--- config.mk ---
export PLATFORM = sky130hd
export DESIGN_NAME = weightless_ram_discriminator_core
export DESIGN_NICKNAME = d
export VERILOG_FILES = /design/src/design/wrd_pkg.sv /design/src/design/wrd_neuron_ram.sv /design/src/design/weightless_ram_discriminator_core.sv
export SDC_FILE = /design/constraint.sdc
export NUM_CORES = 2
export LEC_CHECK = 0
export BUFFER_PORTS_ARGS = -buffer_cell sky130_fd_sc_hd__buf_2
export CORE_MARGIN = 2
export CORE_UTILIZATION = 25
export CTS_CLUSTER_DIAMETER = 80
export DETAILED_ROUTE_END_ITERATION = 10
export GPL_ROUTABILITY_DRIVEN = 0
export GPL_TIMING_DRIVEN = 0
export PLACE_DENSITY = 0.49
export SETUP_SLACK_MARGIN = 0.4
export SYNTH_ARGS = -nofsm -noshare
export SYNTH_HDL_FRONTEND = slang
export SYNTH_HIERARCHICAL = 1
export SYNTH_SLANG_ARGS = --single-unit
--- constraint.sdc ---
create_clock -name clk -period 41.2 [get_ports clk]
set_clock_uncertainty 0.05 [all_clocks]
set_input_delay 6.18 -clock clk [delete_from_list [all_inputs] [get_ports clk]]
set_output_delay 6.18 -clock clk [all_outputs]
set_load 0.1 [all_outputs]
--- src/design/wrd_pkg.sv ---
// Shared sizes, request codes and the tuple addressing function for the
// weightless RAM discriminator. Used by the top level and its testbench.
package wrd_pkg;

  localparam int TUPLE_BITS = 8;
  localparam int NEURONS    = 8;
  localparam int INPUT_BITS = 64;
  localparam int PATTERN_W  = 64;

  localparam int ADDR_W   = TUPLE_BITS;
  localparam int COUNT_W  = 4;
  localparam int SUM_W    = $clog2(NEURONS + 1);
  localparam int CMP_W    = (SUM_W > COUNT_W) ? SUM_W : COUNT_W;
  localparam logic [COUNT_W-1:0] COUNT_MAX = '1;

  typedef enum logic [0:0] {
    REQ_TRAIN = 1'b0,
    REQ_SCORE = 1'b1
  } req_t;

  // Address of neuron k: its contiguous group of pattern bits, lowest bit as
  // the least significant address bit. Bits past the pattern read as zero.
  function automatic logic [ADDR_W-1:0] tuple_addr(input logic [PATTERN_W-1:0] pat,
                                                   input int k);
    logic [ADDR_W-1:0] addr;
    int                pos;
    addr = '0;
    for (int b = 0; b < TUPLE_BITS; b++) begin
      pos = k * TUPLE_BITS + b;
      if (pos < INPUT_BITS && pos < PATTERN_W) begin
        addr[b] = pat[pos];
      end
    end
    return addr;
  endfunction

endpackage

--- src/design/wrd_neuron_ram.sv ---
// One-bit-wide synchronous RAM holding the cells of a single neuron.
// One write port and one registered read port; no dependencies.
module wrd_neuron_ram #(
  parameter int ADDR_W = 8
) (
  input  logic              clk,
  input  logic              we,
  input  logic [ADDR_W-1:0] waddr,
  input  logic              wdata,
  input  logic              re,
  input  logic [ADDR_W-1:0] raddr,
  output logic              rdata
);

  logic mem [2**ADDR_W];

  always_ff @(posedge clk) begin
    if (we) begin
      mem[waddr] <= wdata;
    end
  end

  always_ff @(posedge clk) begin
    if (re) begin
      rdata <= mem[raddr];
    end
  end

endmodule

--- src/design/weightless_ram_discriminator_core.sv ---
// Weightless RAM discriminator: one bit RAM per neuron, addressed by the
// neuron's group of pattern bits. Depends on wrd_pkg and wrd_neuron_ram.
//
// After reset the block clears every neuron RAM, one row in all neurons per
// cycle, with in_ready low. After that it takes one item per cycle unless
// back-pressure on the output fills the read stage. A train item sets the
// addressed bit of each neuron at the cycle of its transfer and gives no
// result. A score item reads all neuron RAMs in parallel at its transfer;
// the RAM read data is registered, then the count goes into the output
// register. Input and output are parted by that register, so the block keeps
// taking items while a result waits, until the read stage is also full.
module weightless_ram_discriminator_core (
  input  logic                          clk,
  input  logic                          rst,
  input  logic                          in_valid,
  output logic                          in_ready,
  input  logic                          req_type,
  input  logic [wrd_pkg::PATTERN_W-1:0] pattern,
  output logic                          out_valid,
  input  logic                          out_ready,
  output logic [wrd_pkg::COUNT_W-1:0]   match_count
);

  logic                         clearing;
  logic [wrd_pkg::ADDR_W-1:0]   clr_addr;
  logic                         s1_valid;
  logic                         s1_advance;
  logic                         in_xfer;
  logic                         train_xfer;
  logic                         score_xfer;
  logic [wrd_pkg::NEURONS-1:0]  hit;
  logic [wrd_pkg::CMP_W-1:0]    sum;
  logic [wrd_pkg::COUNT_W-1:0]  match_count_next;

  assign s1_advance = s1_valid && (!out_valid || out_ready);
  assign in_ready   = !clearing && (!s1_valid || s1_advance);
  assign in_xfer    = in_valid && in_ready;
  assign train_xfer = in_xfer && (req_type == wrd_pkg::REQ_TRAIN);
  assign score_xfer = in_xfer && (req_type == wrd_pkg::REQ_SCORE);

  // Clearing pass: one row of every neuron per cycle after reset.
  always_ff @(posedge clk) begin
    if (rst) begin
      clearing <= 1'b1;
      clr_addr <= '0;
    end else if (clearing) begin
      clr_addr <= clr_addr + 1'b1;
      if (clr_addr == '1) begin
        clearing <= 1'b0;
      end
    end
  end

  for (genvar k = 0; k < wrd_pkg::NEURONS; k++) begin : g_neuron
    logic [wrd_pkg::ADDR_W-1:0] addr;
    assign addr = wrd_pkg::tuple_addr(pattern, k);

    wrd_neuron_ram #(
      .ADDR_W (wrd_pkg::ADDR_W)
    ) u_ram (
      .clk   (clk),
      .we    (clearing || train_xfer),
      .waddr (clearing ? clr_addr : addr),
      .wdata (!clearing),
      .re    (score_xfer),
      .raddr (addr),
      .rdata (hit[k])
    );
  end

  // The read data holds while the read stage waits, as only a score
  // transfer issues a new read.
  always_ff @(posedge clk) begin
    if (rst) begin
      s1_valid <= 1'b0;
    end else if (score_xfer) begin
      s1_valid <= 1'b1;
    end else if (s1_advance) begin
      s1_valid <= 1'b0;
    end
  end

  always_comb begin
    sum = '0;
    for (int k = 0; k < wrd_pkg::NEURONS; k++) begin
      sum = sum + wrd_pkg::CMP_W'(hit[k]);
    end
    if (sum > wrd_pkg::CMP_W'(wrd_pkg::COUNT_MAX)) begin
      match_count_next = wrd_pkg::COUNT_MAX;
    end else begin
      match_count_next = sum[wrd_pkg::COUNT_W-1:0];
    end
  end

  always_ff @(posedge clk) begin
    if (rst) begin
      out_valid <= 1'b0;
    end else if (s1_advance) begin
      out_valid <= 1'b1;
    end else if (out_ready) begin
      out_valid <= 1'b0;
    end
  end

  always_ff @(posedge clk) begin
    if (s1_advance) begin
      match_count <= match_count_next;
    end
  end

  a_no_work_while_clearing: assert property (@(posedge clk) disable iff (rst)
    clearing |-> !s1_valid && !out_valid)
    else $error("item in flight during clearing pass");

  a_train_no_result: assert property (@(posedge clk) disable iff (rst)
    train_xfer |=> !s1_valid)
    else $error("train transfer produced a pending read");

  a_count_bound: assert property (@(posedge clk) disable iff (rst)
    out_valid |-> match_count <= wrd_pkg::COUNT_W'(wrd_pkg::NEURONS))
    else $error("match count above neuron count");

endmodule

After elaboration in Yosys (flattened, before gate mapping)

Memories as Yosys holds them, arrays and structs flattened. A register that Yosys moved wholly into a read port is not among the register bits.
Cells that the tools add are included.

Add/subtract/negate cells: 8
Multiply operators: 0
Divide/modulo/power cells: 0
Magnitude comparators: 1
Eq/ne operators: 1
Shift-type cells: 0
Multiplexer cells: 16
Bitwise operators: 1
Reductions and logical operators: 13

Operator list:

| kind                                                 | number |
|---|---|
| two-way mux 8 bit                                    | 8 |
| adder 4 x 1 -> 4 bit                                 | 4 |
| adder 8 x 1 -> 8 bit, second input constant          | 1 |
| == test 8 bit, second input constant                 | 1 |
| two-way mux 1 bit                                    | 8 |
| logical AND 1 bit                                    | 5 |
| adder 3 x 1 -> 4 bit                                 | 1 |
| greater-than comparator 4 bit, second input constant | 1 |
| nonzero test 2 bit                                   | 2 |
| adder 2 x 1 -> 3 bit                                 | 1 |
| logical NOT 1 bit                                    | 3 |
| logical OR 1 bit                                     | 3 |
| adder 1 x 1 -> 2 bit                                 | 1 |
| inverter 1 bit                                       | 1 |

Flip-flop bits (word level): 15
Latch bits: 0
RAM bits: 2048
Memory bits (read-only): 0
Input port bits: 69
Output and inout bits: 6
Logic and storage cells: 53
Memories kept: 8

Memories:

| memory                | words | bits a word | rd ports | clocked after memory_dff | write ports | line                 | source |
|---|---|---|---|---|---|---|---|
| g_neuron[0].u_ram.mem | 256   | 1           | 1        | 1                        | 1           | wrd_neuron_ram.sv:15 | `logic mem [2**ADDR_W];` |
| g_neuron[1].u_ram.mem | 256   | 1           | 1        | 1                        | 1           | wrd_neuron_ram.sv:15 |  |
| g_neuron[2].u_ram.mem | 256   | 1           | 1        | 1                        | 1           | wrd_neuron_ram.sv:15 |  |
| g_neuron[3].u_ram.mem | 256   | 1           | 1        | 1                        | 1           | wrd_neuron_ram.sv:15 |  |
| g_neuron[4].u_ram.mem | 256   | 1           | 1        | 1                        | 1           | wrd_neuron_ram.sv:15 |  |
| g_neuron[5].u_ram.mem | 256   | 1           | 1        | 1                        | 1           | wrd_neuron_ram.sv:15 |  |
| 2 more memories       | n/a   | n/a         | n/a      | n/a                      | n/a         | n/a                  |  |

Depth between registers and ports, before layout

Word-level depth: 10
Mapped depth: 10
Mapped depth without buffers: 9

Hierarchy

The synthesis kept the hierarchy.

Modules (own cells, without submodules):

| module                            | times used | cells an instance | area an instance (sq um) | sequential area each (sq um) |
|---|---|---|---|---|
| wrd_neuron_ram                    | 8          | 788               | 11138.2                  | 7717.4 |
| weightless_ram_discriminator_core | 1          | 226               | 1405.1                   | 340.3 |

Worst setup path after synthesis

OpenSTA, ideal clock, no wires.

Path type: reg2reg
Start point: register clearing
End point: memory g_neuron[0].u_ram.mem[0], data pin
Setup time: 4795 ps
Data arrival time: 22515 ps
Required time: 36355 ps
Setup slack: 13840 ps
Cell stages (with the launch flop): 4
Path buffers: 2
Clock period less this slack: 27360 ps
Cell sequence: dfxtp_1 > buf_4 > buf_2 > inv_1

Word-level cells in the longest chain between the ends: 1

Ends and longest elaborated chain:

| element                  | line                                    | source |
|---|---|---|
| start: declaration       | weightless_ram_discriminator_core.sv:24 | `logic clearing;` |
| start signal: assignment | weightless_ram_discriminator_core.sv:44 | `clearing <= 1'b1;` |
| start signal: assignment | weightless_ram_discriminator_core.sv:49 | `clearing <= 1'b0;` |
| logical NOT 1 bit        | weightless_ram_discriminator_core.sv:64 | `.wdata (!clearing),` |
| end: declaration         | wrd_neuron_ram.sv:15                    |  |

Every way passes these cells.

Final worst setup path

Start point: input out_ready
End point: output in_ready

Word-level cells in the longest chain between the ends: 4

Ends and longest elaborated chain:

| element            | line                                    | source |
|---|---|---|
| start: declaration | weightless_ram_discriminator_core.sv:20 | `input logic out_ready,` |
| logical OR 1 bit   | weightless_ram_discriminator_core.sv:35 | `assign s1_advance = s1_valid && (!out_valid \|\| out_ready);` |
| logical AND 1 bit  | weightless_ram_discriminator_core.sv:35 |  |
| logical OR 1 bit   | weightless_ram_discriminator_core.sv:36 | `assign in_ready = !clearing && (!s1_valid \|\| s1_advance);` |
| logical AND 1 bit  | weightless_ram_discriminator_core.sv:36 |  |
| end: declaration   | weightless_ram_discriminator_core.sv:16 | `output logic in_ready,` |

Every way passes these cells.

==> summary.txt <==
Timing
  – Final Setup Violations: 0
  – Fin. max-slew vios: 0
  – Slew headroom: 0.0299
  – Fin Setup TNS: 0 ns
  – Setup ws final: about 28 ns
  – Min Tclk post-route: 13.20 ns
  – Final Cycle Share: 0.320
  – Unrepaired setup endpoints after global routing: no
  – Worst Tran Pin Value: approximately 1.5 ns
  – Peak Freq: 75.7 MHz
  – Final hold violations: 0
  – Hold Slack: 0.485 ns

Drt
  – DRC: 0
  – Total number of vias: about 56000
  – DRT Pass-1 Iters: 6
  – Post-DR wirelength/cell: between 20 and 25 µm
  – Routed Wire Length: 265000 µm
  – DRT iter0 DRCs: 5527
  – Vias per cell: around 4.7
  – ANT nets after route: 0

Final layout
  – Commonest non-fill, non-tap cell in the layout: nor2_1
  – Non-Filler Instances: 11800
  – Final core occ: 0.290
  – Commonest cells after routing, fill and taps aside: nor2_1, edfxtp_1, mux2i_1
  – Share of cells above drive strength 1: 0.124
  – Finished Cell Area: 104000 µm²
  – P&R area growth vs syn: 15.3%
  – Nets@finish: 6924

GRT
  – Largest net degree at the start of global routing: ~220
  – Grt total ovfl: 0
  – GRT Util Overall: 0.141
  – Number of global-route vias before repair: 56700
  – First-pass GRT wire length: approximately 380000 µm
  – Initial antenna violation count: 40

Clock network
  – CTS tree: done
  – Sink Count: 2071
  – TritonCTS Buffers: 229
  – H-tree lvl count: 4
  – PostCTS Resize Cnt: 0
  – Cts hold-fix bufs: 0
  – Clock Latency Late Sink: 0.89 ns
  – Setup Fix Bufs, Post-CTS: 0
  – CTS root buf: clkbuf_16
  – Clock-pin transition on the worst setup and hold timing paths: 0.06 ns
  – CTS Buffer Depth: 4

Synth
  – Multiplexer share of the synthesized area: 0.130
  – Adder-cell area share of the yosys netlist: 0.00144
  – Cell area after synthesis: 90500 µm²
  – Synth unique cells: 42
  – Synth Area in Simple Gates: 0.119
  – XOR/XNOR Fraction of Synth Area: 0.000484
  – Main synth FF type: edfxtp_1
  – Post-Syn Area per Cell: 13.9 µm²
  – Asr flop ratio synth: 0
  – Synth Register Bits: between 2000 and 2500
  – Synth warn: 6
  – Cell count after synthesis: 6530
  – Largest family of logic cells by synthesized area: multiplexers
  – Sequential share of the synthesized area: 0.686
  – Syn Nets: 6607
  – Post-synthesis compound-gate area fraction: 0.0349
  – EDFF count, synth: 2060

Place
  – Worst slack, placed: roughly 28 ns
  – Placed wire-length estimate: 172000 µm
  – Placed instance count: 11400
  – Port Buf Inserts: 74
  – Area after DPL: 97200 µm²

Worst setup path
  – WP data required: 34.97 ns
  – Crit-path max FO: 5
  – Critical path arrival: 6.97 ns
  – Worst setup SP type: input port
  – CP Class: input port to output pin
  – Endpoint class of the critical path: output pin

Floorplan
  – Die W: 606 µm
  – IO Pins: 75
  – Core area: 360000 µm²
  – Vert. Die Dim: 606 µm
  – Die ar.: 367000 µm²
  – Starting Density: 0.252
  – Num rows: 220

Worst hold path
  – Hold WC Path Type: register to register

Job
  – Max-cap violations: 0

Pwr
  – Total power: 4.42 mW
  – Peak supply drop: about 0.036 mV
  – Leakage: 36.4 nW
  – Power Density: 42.4 nW/µm²

Status
  – Status: completed
## kinds of logic (layout without fill, tap and decap cells)
group | count (synthesis) | after routing
other | 0 | 17
AOI/OAI and AO/OA | 476 | 476
adders and majority gates | 8 | 8
DFF | 2071 | 2071
buffers and inverters | 546 | 1035
and+or+nand+nor | 2671 | 2671
muxes | 753 | 753
xor gates and xnor gates | 5 | 5
## worst max-delay path, stage by stage
cell and delay, ns:
buf_2 0.09, nor2b_1 0.24, a21oi_1 0.10, buf_2 0.35
## Yosys cell counts (9+ instances only)
master,number,area (µm²)
nand2b_1,9,56.3
clkbuf_1,319,1200
nand4_1,11,68.8
inv_1,88,330
nor2_1,2151,8070
a2111oi_0,16,140
nand3_1,98,490
o21ai_0,84,420
buf_2,50,250
a311oi_1,16,140
a21oi_1,23,115
edfxtp_1,2060,61900
dfxtp_1,11,220
nor3_1,24,120
nand3b_1,24,180
buf_4,41,308
mux2i_1,409,4090
a22oi_1,64,480
nor2b_1,75,469
nand2_1,195,732
nor4_1,40,250
a22o_1,48,420
a31oi_1,24,150
buf_6,40,450
o22ai_1,184,1150
mux4_2,336,7570
## cell type report
| cell class | instances | area (µm²) |
|---|---|---|
| inverter | 88 | 338 |
| clock buffer | 283 | 6080 |
| multi-input combinational | 3913 | 25900 |
| antenna | 17 | 42.5 |
| buffer | 458 | 2240 |
| sequential | 2071 | 62100 |
| timing repair buffer | 86 | 684 |
| clock inverter | 120 | 1020 |
| fill | 36400 | 255000 |
| tap | 4773 | 5970 |
## state kept, by name, summed over array words and instances (netlist names)
name / flops
clearing: 1
clr_addr: 8
g_neuron.u_ram/mem: 2048
g_neuron.u_ram/rdata: 8
match_count: 4
out_valid: 1
s1_valid: 1
## routing by layer
layer	GRT usage	vias to the layer above	share of wire
met2	0.241	1778	0.49
met1	0.183	29200	0.42
met5	0	-	0.00048
li1	-	24700	-
met4	0.0420	20	0.027
met3	0.0210	394	0.060
## power breakdown
group	switching (mW)	total [mW]	internal, mW
Sequential	0.000867	2.29	2.28
Clock	0.835	1.97	1.14
Combinational	0.117	0.164	0.0466
Total	0.953	4.42	3.47
## worst paths after layout
kind | start | slack (ns) | depth (start not counted) | endpoint
min reg2reg | clr_addr[6] | 0.49 | 2 | clr_addr[6]
min | clr_addr[6] | 0.49 | 2 | clr_addr[6]
max | out_ready | 28.00 | 4 | in_ready
max reg2reg | clearing | 36.45 | 8 | g_neuron[3].u_ram/mem[163]
Note: power is estimated with default switching activity, not from simulation.
